<file path="src/stack_machine_core_assert.svh">
// Assertion macros for the stack machine core.
// Each use names the clock and the active-low reset as clk and rst_n.
`ifndef STACK_MACHINE_CORE_ASSERT_SVH
`define STACK_MACHINE_CORE_ASSERT_SVH

`ifndef SYNTHESIS

`define SMC_ASSERT(lbl, prop, msg) \
    lbl: assert property (@(posedge clk) disable iff (!rst_n) (prop)) else $error(msg);

`define SMC_ASSERT_NEXT(lbl, ante, cons, msg) \
    lbl: assert property (@(posedge clk) disable iff (!rst_n) (ante) |=> (cons)) else $error(msg);

`else

`define SMC_ASSERT(lbl, prop, msg)

`define SMC_ASSERT_NEXT(lbl, ante, cons, msg)

`endif

`endif

</file>
<file path="src/smc_pkg.sv">
package smc_pkg;

    localparam int STACK_DEPTH   = 128;
    localparam int VAR_DEPTH     = 128;
    localparam int PROGRAM_DEPTH = 4096;

    localparam int DATA_W = 32;
    localparam int ADDR_W = 13;
    localparam int SI_W   = $clog2(STACK_DEPTH);
    localparam int SP_W   = $clog2(STACK_DEPTH + 1);
    localparam int VI_W   = (VAR_DEPTH > 1) ? $clog2(VAR_DEPTH) : 1;

    typedef enum logic [4:0] {
        OP_PUSH  = 5'd0,
        OP_POP   = 5'd1,
        OP_ADD   = 5'd2,
        OP_SUB   = 5'd3,
        OP_MUL   = 5'd4,
        OP_DIV   = 5'd5,
        OP_DUP   = 5'd6,
        OP_SWAP  = 5'd7,
        OP_PRINT = 5'd8,
        OP_JMP   = 5'd9,
        OP_JZ    = 5'd10,
        OP_JNZ   = 5'd11,
        OP_EQ    = 5'd12,
        OP_LT    = 5'd13,
        OP_GT    = 5'd14,
        OP_ALLOC = 5'd15,
        OP_LOAD  = 5'd16,
        OP_STORE = 5'd17,
        OP_HALT  = 5'd18
    } op_t;

    typedef enum logic [2:0] {
        ST_RUN   = 3'd0,
        ST_END   = 3'd1,
        ST_BADOP = 3'd2,
        ST_STACK = 3'd3,
        ST_DIV0  = 3'd4,
        ST_INDEX = 3'd5
    } status_t;

endpackage

</file>
<file path="src/smc_div.sv">
module smc_div
    import smc_pkg::*;
(
    input  logic              clk,
    input  logic              rst_n,
    input  logic              start,
    input  logic [DATA_W-1:0] dividend,
    input  logic [DATA_W-1:0] divisor,
    output logic              busy,
    output logic              done,
    output logic [DATA_W-1:0] quotient
);

    localparam int CNT_W = $clog2(DATA_W + 1);

    logic [DATA_W-1:0] rem_reg, rem_next;
    logic [DATA_W-1:0] quo_reg, quo_next;
    logic [DATA_W-1:0] dvs_reg;
    logic              neg_reg;
    logic [CNT_W-1:0]  cnt_reg;
    logic              busy_reg;
    logic              done_reg;
    logic [DATA_W:0]   rem_sh;
    logic [DATA_W:0]   rem_sub;

    always_comb
    begin
        rem_sh  = {rem_reg, quo_reg[DATA_W-1]};
        rem_sub = rem_sh - {1'b0, dvs_reg};
        if (!rem_sub[DATA_W])
        begin
            rem_next = rem_sub[DATA_W-1:0];
            quo_next = {quo_reg[DATA_W-2:0], 1'b1};
        end
        else
        begin
            rem_next = rem_sh[DATA_W-1:0];
            quo_next = {quo_reg[DATA_W-2:0], 1'b0};
        end
    end

    always_ff @(posedge clk or negedge rst_n)
    begin
        if (!rst_n)
        begin
            busy_reg <= 1'b0;
            done_reg <= 1'b0;
            cnt_reg  <= '0;
        end
        else
        begin
            done_reg <= 1'b0;
            if (start)
            begin
                busy_reg <= 1'b1;
                cnt_reg  <= CNT_W'(DATA_W);
                rem_reg  <= '0;
                quo_reg  <= dividend[DATA_W-1] ? (~dividend + 1'b1) : dividend;
                dvs_reg  <= divisor[DATA_W-1] ? (~divisor + 1'b1) : divisor;
                neg_reg  <= dividend[DATA_W-1] ^ divisor[DATA_W-1];
            end
            else if (busy_reg)
            begin
                rem_reg <= rem_next;
                quo_reg <= quo_next;
                cnt_reg <= cnt_reg - 1'b1;
                if (cnt_reg == CNT_W'(1))
                begin
                    busy_reg <= 1'b0;
                    done_reg <= 1'b1;
                end
            end
        end
    end

    assign busy     = busy_reg;
    assign done     = done_reg;
    assign quotient = neg_reg ? (~quo_reg + 1'b1) : quo_reg;

endmodule

</file>
<file path="config.mk">
export PLATFORM = sky130hd
export DESIGN_NAME = smc_div
export DESIGN_NICKNAME = d
export VERILOG_FILES = /design/src/stack_machine_core_assert.svh /design/src/smc_pkg.sv /design/src/smc_div.sv
export SDC_FILE = /design/constraint.sdc
export NUM_CORES = 1
export LEC_CHECK = 0
export ABC_AREA = 1
export BUFFER_PORTS_ARGS = -buffer_cell sky130_fd_sc_hd__buf_2
export CORE_MARGIN = 2
export CORE_UTILIZATION = 50
export DETAILED_ROUTE_END_ITERATION = 10
export GPL_TIMING_DRIVEN = 0
export PLACE_DENSITY_LB_ADDON = 0.3
export SLEW_MARGIN = 20
export SYNTH_ARGS = -nofsm -noshare
export SYNTH_HDL_FRONTEND = slang
export SYNTH_SLANG_ARGS = --single-unit
</file>
<file path="constraint.sdc">
create_clock -name clk -period 3.4 [get_ports clk]
set_input_delay 0.51 -clock clk [delete_from_list [all_inputs] [get_ports clk]]
set_output_delay 0.51 -clock clk [all_outputs]
set_load 0.05 [all_outputs]
</file>
==> results_dict.tcl, run 1 <==
set metrics [dict create \
    slew_headroom_pct 33.2 \
    critPathKind "reg -> out" \
    fp.dieArea_mm2 0.0204 \
    setup_viol 0 \
    clockBufferDepth 2 \
    synth_flop_cell "edfxtp_1" \
    report.power.total_mw 5.16 \
    clock_sinks 105 \
    port_buffers 98 \
    grt_max_degree 43 \
    power_leakage_nw 5.66 \
    io_pins 101 \
    cp_top_family "simple AND/OR/NAND/NOR gates" \
    timing.fmax_mhz 306 \
    cap_violations 0 \
    worstSetupEndpointType "output pin" \
    dp_slack_ns 0.270 \
    die_w_um 143 \
    synth_edf_count 97 \
    syn-num-nets 1569 \
    ys_ff_latch 105 \
    ys_seq_area_share_pct 32.3 \
    globalRouteOverflowTotal 0 \
    vdd.ir_drop.worst_v 0.000237 \
    avgSynthCellArea_um2 6.59 \
    route.detailed.drc 0 \
    fin_crit_sh_pct 96.3 \
    path_buf_inv 2 \
    diodes 0 \
    yosys.area.top_type "edfxtp_1" \
    rsz0062_at_grt "false" \
    place_inst 1823 \
    setup_slack_ns 0.127 \
    critical_path_required_ns 2.89 \
    clock_skew_ns 0.0234 \
    cts_htree_levels 3 \
    netlist.area_leader.share_pct 30.2 \
    core_mm2 0.0188 \
    globalplace.congestion 0.986 \
    initial_core_util_pct 51.2 \
    dpl_cell_area_mm2 0.0105 \
    grt.total_usage_pct 25.9 \
    wl_um 25500 \
    dr_wl_met3_um 1830 \
    drive_above_1_share_pct 12.0 \
    fin_crit_ns 3.27 \
    grt_pass1_vias 8492 \
    yosysUniqueCellTypes 43 \
    slew_violations 0 \
    netlist_instances 1464 \
    hpwl_um 20500 \
    cp_max_fo 3 \
    cts_tree "done" \
    clk_latency_ns 0.37 \
    root_buffer "clkbuf_16" \
    netlist_area_mm2 0.00965 \
    wl_met1_um 12400 \
    path_clk_slew_ns 0.07 \
    dr.first_iter.drc_count 702 \
    fp.dieH_um 143 \
    fin_area_mm2 0.0108 \
    yosys_warnings 0 \
    synth.area.top_cells "edfxtp_1 30%, nand2_1 19%, inv_1 11%, xor2_1 5.3%, ha_1 4.8%" \
    wl_per_cell_um 13.9 \
    worst_slew_pin_slew_ns 1.00 \
    seq_area_mm2 0.00311 \
    numCtsBuffers 9 \
    vias_per_cell 5.02 \
    post_cts_buffers 0 \
    critPathLaunchType "register" \
    ant_nets 0 \
    fin_nets 1679 \
    fillers 1827 \
    hold_viol 0 \
    async_reset_ff_share_pct 7.62 \
    hp-class "in -> async" \
    via_count 9235 \
    outcome "complete, no violations" \
    rows 50 \
    area_growth_pct 12.4 \
    wl_met2_um 10900 \
    crit_path_top_delay_cell "edfxtp_1" \
    final_cell_count_no_fill 1839 \
    powerDensity_mw_per_mm2 476 \
    routed.top_layer "met4" \
    multi_input_area_mm2 0.00532 \
    path_cells "inv_1 -> ha_1 -> nand3_1 -> nor2_1 -> nand2_2 -> nor2_4 -> nand4_1 -> o21ai_2 -> o21ai_0 -> xor2_1 -> buf_4" \
    antenna_found_initial 0 \
    drt_pass1_iterations 5 \
    grt_pass1_wl_um 41700 \
    critPathMaxStageDelay_ns 0.42 \
    critPathArrivalTime_ns 2.76 \
]
[worst paths after layout]
path                                         from                   endpoint  slack (ns)  depth (start not counted)
max                          quo_reg[0]$_DFFE_PP_               quotient[28]        0.13                         11
min                                         rst_n             busy$_DFF_PN0_        0.34                          1
max reg2reg                 quo_reg[31]$_DFFE_PP_  rem_reg[20]$_SDFFCE_PP0P_        0.63                         18
min reg2reg                cnt_reg[4]$_DFFE_PN0N_     cnt_reg[4]$_DFFE_PN0N_        0.50                          1
max in group asynchronous                   rst_n     cnt_reg[0]$_DFFE_PN0N_        2.45                          1
min in group clk                       divisor[0]       dvs_reg[0]$_DFFE_PP_        0.40                          1
[what timing repair did]
| action | in CTS | in global routing |
|---|---|---|
| gates resized for setup | 2 | 5 |
| hold buffers | 0 | 0 |
| pin swaps | 0 | 1 |
| endpoints found under the setup margin | 1 | 6 |
[cell usage after synthesis, types with 8 or more instances]
master	number
a21oi_1	27
clkbuf_1	21
dfrtp_1	8
edfxtp_1	97
ha_1	37
inv_1	281
inv_2	8
nand2_1	493
nand2_2	18
nand3_1	91
nand3_2	11
nand4_1	14
nor2_1	120
nor3_1	21
o21ai_0	61
xnor2_1	29
xor2_1	58
[layout make-up]
type	count	share of cell area [%]
inverters	290	10.0
multi-input cells	1039	49.0
clock inverters	7	0.923
repair buffers	99	4.80
plain buffers	30	1.43
well taps	260	3.00
clock buffers	9	2.08
flip-flops and latches	105	28.7
[metal layers]
metal	GRT usage, %	vias up
met5	0	-
li1	-	4768
met1	38.3	4126
met2	39.5	313
met4	7.50	0
met3	3.35	28
[power breakdown]
part	total (mW)	leakage [nW]	internal [mW]	switching [mW]
Clock	1.18	0.160	0.654	0.524
Combinational	2.25	4.45	0.731	1.52
Sequential	1.73	1.05	1.61	0.116
Total	5.16	5.66	3.00	2.16
[kinds of logic after synthesis]
family	synth area share [%]
AND/OR/NAND/NOR	35.8
buffers and inverters	12.9
AO/OA/AOI/OAI	6.13
flip-flops	32.3
XOR/XNOR	7.90
adder cells (fa/ha/maj)	5.01
[cell usage in the layout, fill, tap and decap left out, types with 3 or more instances in the layout]
master	count
a31oi_1	3
nor2_1	117
nor3_2	4
buf_2	100
and2_1	5
nor4_1	5
nor3_1	21
ha_1	37
nand3b_1	6
nor2_2	4
buf_4	5
xor2_1	58
nand4_1	14
o31ai_1	6
a21oi_1	27
clkbuf_16	9
nand3_1	91
nand2_2	19
or2_2	5
nand2_1	492
edfxtp_1	97
o21ai_1	3
a21oi_2	3
clkbuf_1	21
inv_1	280
inv_2	9
nand2_4	4
xnor2_1	29
nor2_4	3
dfrtp_1	8
nand3_2	11
o21ai_0	60
[through the flow]
stage / util, % / setup TNS [ns] / hold WS [ns]
after detailed placement: 55.8 / 0 / 0.495
after floorplan: - / 0 / 0.214
after global placement: 55.6 / -14.14 / 0.478
after CTS: 57.5 / 0 / 0.357
after global routing: 57.6 / 0 / 0.404
final: 57.6 / 0 / 0.343
No activity file was read; power rests on OpenSTA's default activity.
==> run 2, diff against run 1 <==
Settings changed: PLACE_DENSITY set to 0.69, PLACE_DENSITY_LB_ADDON 0.3 to unset.
==> results_dict.tcl, run 2 (same netlist as run 1, synthesis figures left out) <==
set metrics [dict create \
    outcome "complete, no violations" \
    fin_crit_sh_pct 94.5 \
    crit_end "quotient[28]" \
    cts_htree_levels 3 \
    cts_tree "done" \
    io_pins 101 \
    timing.fmax_mhz 311 \
    critPathKind "reg -> out" \
    ant_nets 0 \
    port_buffers 98 \
    initial_core_util_pct 51.2 \
    root_buffer "clkbuf_16" \
    report.power.total_mw 5.09 \
    layout_common_cells "493 x nand2_1, 280 x inv_1, 118 x nor2_1" \
    setup_viol 0 \
    setup_slack_ns 0.186 \
    drt_pass1_iterations 6 \
    rrSetupSlack_ns 0.57 \
    fp.dieH_um 143 \
    powerDensity_mw_per_mm2 471 \
    area_growth_pct 12.1 \
    via_count 9236 \
    cp_max_fo 3 \
    rows 50 \
    fillers 1860 \
    worstSetupEndpointType "output pin" \
    worst_slew_pin_slew_ns 1.02 \
    hpwl_um 20700 \
    slew_violations 0 \
    wl_per_cell_um 13.9 \
    antenna_found_initial 0 \
    hp-class "in -> async" \
    critPathLaunchType "register" \
    hold-worst-slack_ns 0.342 \
    cap_violations 0 \
    hold_viol 0 \
    final_common_cell "nand2_1" \
    seq_area_mm2 0.00311 \
    critical_path_required_ns 2.89 \
    clockBufferDepth 2 \
    numCtsBuffers 9 \
    grt_pass1_vias 8349 \
    worstRegToRegCells 18 \
    die_w_um 143 \
    path_clk_slew_ns 0.07 \
    multi_input_area_mm2 0.00530 \
    fp.dieArea_mm2 0.0204 \
    diodes 0 \
    power_leakage_nw 5.65 \
    fin_crit_ns 3.21 \
    critPathLaunch "quo_reg[0]$_DFFE_PP_" \
    route.detailed.drc 0 \
    drive_above_1_share_pct 11.7 \
    rsz0062_at_grt "false" \
    r2r_end "rem_reg[20]$_SDFFCE_PP0P_" \
    setup_tns_ns 0 \
    slew_headroom_pct 32.2 \
    globalplace.congestion 0.973 \
    globalRouteOverflowTotal 0 \
    fin_nets 1679 \
    vdd.ir_drop.worst_v 0.000257 \
    fin_util_pct 57.4 \
    dp_slack_ns 0.468 \
    clk_latency_ns 0.37 \
    r2r_start "quo_reg[31]$_DFFE_PP_" \
    grt.total_usage_pct 25.8 \
    clock_skew_ns 0.0145 \
    grt_max_degree 43 \
    grt_pass1_wl_um 41500 \
    clock_sinks 105 \
    dr.first_iter.drc_count 686 \
    core_mm2 0.0188 \
    wl_um 25600 \
    critPathArrivalTime_ns 2.70 \
    vias_per_cell 5.02 \
]
==> run 2: per-layer routing <==
metal  vias to the layer above  track usage [%]  share of wire, %
li1                       4765                -                 -
met3                        14             2.98               5.7
met1                      4198             38.7                50
met2                       259             40.4                43
met5                         -                0                 0
met4                         0             4.95              0.75
==> run 2: report_power, final <==
part,total [mW],switching [mW],internal [mW]
registers,1.73,0.118,1.61
clock network,1.11,0.519,0.586
logic,2.25,1.52,0.730
==> run 2: area by class of cell <==
class | instances | area share, %
plain buffers | 30 | 1.43
inverters | 290 | 10.1
clock buffers | 9 | 2.08
flip-flops and latches | 105 | 28.8
multi-input cells | 1039 | 49.0
clock inverters | 7 | 0.810
well taps | 260 | 3.01
repair buffers | 99 | 4.81
==> run 2: worst max-delay path, stage by stage, from the launching register on <==
cell      delay [ns]
edfxtp_1        0.42
inv_1           0.13
ha_1            0.18
nand3_1         0.14
nor2_1          0.17
nand2_1         0.14
nor2_2          0.16
nand4_1         0.15
o21ai_1         0.21
o21ai_0         0.15
xor2_1          0.22
clkbuf_4        0.27
==> run 2: how the worst min path moves through the flow <==
| stage | start | slack (ns) | endpoint | depth (start not counted) |
|---|---|---|---|---|
| 2_1_floorplan | rst_n | 0.21 | busy$_DFF_PN0_ | 0 |
| 3_3_place_gp | cnt_reg[4]$_DFFE_PN0N_ | 0.47 | cnt_reg[4]$_DFFE_PN0N_ | 1 |
| 3_5_place_dp | cnt_reg[4]$_DFFE_PN0N_ | 0.49 | cnt_reg[4]$_DFFE_PN0N_ | 1 |
| 4_1_cts | rst_n | 0.35 | cnt_reg[2]$_DFFE_PN0N_ | 1 |
| 5_1_grt | divisor[0] | 0.38 | dvs_reg[0]$_DFFE_PP_ | 1 |
| 6_report | rst_n | 0.34 | done$_DFF_PN0_ | 1 |
==> run 2: metrics by stage <==
step,cell area [um^2],std cells
finish,10800,1839
global route,10800,1839
CTS,10800,1839
detailed placement,10500,1823
global placement,10500,1822
floorplan,9650,1464
==> run 2: repair_timing <==
action / 4_1_cts / 5_1_grt
endpoints found under the setup margin: 0 / 3
hold buffers: 0 / 0
resized for setup: 0 / 3
setup buffers: 0 / 0
==> run 3, diff against run 2 <==
Settings changed: CORE_MARGIN 2 to unset, REMOVE_ABC_BUFFERS set to 1, TNS_END_PERCENT set to 100.
==> results_dict.tcl, run 3 (same netlist as run 1, synthesis figures left out) <==
set metrics [dict create \
    root_buffer "clkbuf_16" \
    area_growth_pct 11.3 \
    globalplace.congestion 0.954 \
    worstSetupEndpointType "output pin" \
    critPathKind "reg -> out" \
    vias_per_cell 4.92 \
    core_mm2 0.0188 \
    fp.dieArea_mm2 0.0199 \
    drt_pass1_iterations 5 \
    antenna_found_initial 3 \
    cap_violations 0 \
    fin_crit_ns 3.21 \
    cts_tree "done" \
    diodes 0 \
    critPathArrivalTime_ns 2.70 \
    seq_area_mm2 0.00311 \
    critPathMaxStageDelay_ns 0.40 \
    dr_wl_met3_um 997 \
    dr.first_iter.drc_count 508 \
    power_leakage_nw 5.60 \
    layout_common_cells "493 x nand2_1, 279 x inv_1, 116 x nor2_1" \
    clock_sinks 105 \
    hold_viol 0 \
    crit_path_top_delay_cell "edfxtp_1" \
    wl_met1_um 10800 \
    setup_viol 0 \
    fin_nets 1653 \
    routed.top_layer "met5" \
    wl_per_cell_um 13.0 \
    rsz0062_at_grt "false" \
    fin_area_mm2 0.0107 \
    clock_skew_ns 0.0156 \
    path_buf_inv 2 \
    clockBufferDepth 2 \
    grt_pass1_vias 8441 \
    cp_max_fo 3 \
    final_cell_count_no_fill 1813 \
    slew_headroom_pct 28.5 \
    io_pins 101 \
    die_w_um 141 \
    fin_crit_sh_pct 94.3 \
    rrSetupSlack_ns 0.26 \
    cts_hold_buf 0 \
    fp.dieH_um 141 \
    globalRouteOverflowTotal 0 \
    drive_above_1_share_pct 11.9 \
    wl_um 23500 \
    fillers 1849 \
    wl_met2_um 11300 \
    numCtsBuffers 9 \
    multi_input_area_mm2 0.00532 \
    initial_core_util_pct 51.2 \
    critPathLaunchType "register" \
    path_clk_slew_ns 0.08 \
    vdd.ir_drop.worst_v 0.000292 \
    cts_htree_levels 3 \
    worstRegToRegCells 17 \
    crit_top_cell "nor2_1" \
    final_common_cell "nand2_1" \
    hp-class "in -> async" \
    r2r_end "rem_reg[9]$_SDFFCE_PP0P_" \
    hpwl_um 18900 \
    powerDensity_mw_per_mm2 465 \
    ant_nets 0 \
    path_cells "inv_1 -> ha_1 -> nand3_1 -> nor2_1 -> nand2_1 -> nor2_1 -> nand4_1 -> o21ai_2 -> o21ai_0 -> xor2_1 -> clkbuf_4" \
    dpl_cell_area_mm2 0.0104 \
    grt_max_degree 43 \
    clk_latency_ns 0.37 \
    grt.total_usage_pct 24.8 \
    timing.fmax_mhz 312 \
    grt_pass1_wl_um 39300 \
    crit_cells 11 \
    r2r_start "quo_reg[31]$_DFFE_PP_" \
    via_count 8915 \
    cp_top_family "simple AND/OR/NAND/NOR gates" \
    slew_violations 0 \
    rows 50 \
    worst_slew_pin_slew_ns 1.07 \
    critical_path_required_ns 2.89 \
    outcome "complete, no violations" \
    place_inst 1797 \
    port_buffers 100 \
    route.detailed.drc 0 \
]
==> run 3: cell count changes in the layout (fill, tap and decap cells not counted), moves of 2 or more <==
cell,delta
nor2_4,+2
clkbuf_1,-21
clkinv_4,-2
buf_4,-4
nor2_1,-2
==> run 3: worst max path at each step <==
stage | startpoint | to | slack, ns
floorplan | quo_reg[0]$_DFFE_PP_ | quotient[28] | 0.25
global placement | start | quo_reg[25]$_DFFE_PP_ | -1.89
detailed placement | quo_reg[31]$_DFFE_PP_ | rem_reg[5]$_SDFFCE_PP0P_ | 0.30
CTS | quo_reg[0]$_DFFE_PP_ | quotient[28] | 0.09
global route | quo_reg[1]$_DFFE_PP_ | quotient[28] | 0.008
finish | quo_reg[0]$_DFFE_PP_ | quotient[28] | 0.19
==> run 3: area by class of cell <==
type | count | share of cell area (%)
Inverter | 290 | 10.1
Timing Repair Buffer | 103 | 5.38
Clock buffer | 11 | 2.46
Sequential cell | 105 | 29.0
Clock inverter | 5 | 0.489
Multi-Input combinational cell | 1039 | 49.5
Tap cell | 260 | 3.03
==> run 3: metrics by stage <==
stage               TNS [ns]  hold slack (ns)  util [%]  power [mW]  worst slack (ns)
floorplan                  0            0.214         -        3.35             0.245
global placement      -63.69            0.473      54.8        3.87             -1.89
detailed placement         0            0.491      55.3        3.91             0.299
global route               0            0.363      57.0        5.34           0.00801
finish                     0            0.356      57.0        4.99             0.194
CTS                        0            0.352      57.0        5.01            0.0910
==> run 3: power breakdown <==
group | total (mW) | leakage [nW] | switching (mW) | internal [mW]
Combinational | 2.16 | 4.40 | 1.47 | 0.694
Sequential | 1.73 | 1.05 | 0.120 | 1.61
Clock | 1.10 | 0.153 | 0.523 | 0.579
Total | 4.99 | 5.60 | 2.11 | 2.89
==> run 3: worst register-to-register path, stage by stage, from the launching register on <==
cell	delay [ns]
edfxtp_1	0.37
inv_1	0.14
ha_1	0.26
fa_1	0.40
inv_1	0.09
nand2_1	0.07
nand2_1	0.08
nand3_1	0.10
nand2_2	0.13
nand2_2	0.07
nand2_4	0.10
nand2_4	0.07
nand2_4	0.07
nand2_1	0.06
nand2_2	0.54
nand2_1	0.17
nand3_2	0.11
nand2_1	0.07
==> run 3: timing repair <==
item / in CTS / in global routing
pin swaps: 0 / 0
endpoints found under the setup margin: 1 / 2
setup buffers: 0 / 0
gates resized for setup: 1 / 3
cloned: 0 / 0
==> run 3: metal layers <==
layer / up-vias / global-route usage (%)
met5: - / 0
met3: 34 / 3.74
li1: 4712 / -
met1: 3995 / 30.9
met2: 168 / 43.4
met4: 6 / 9.04
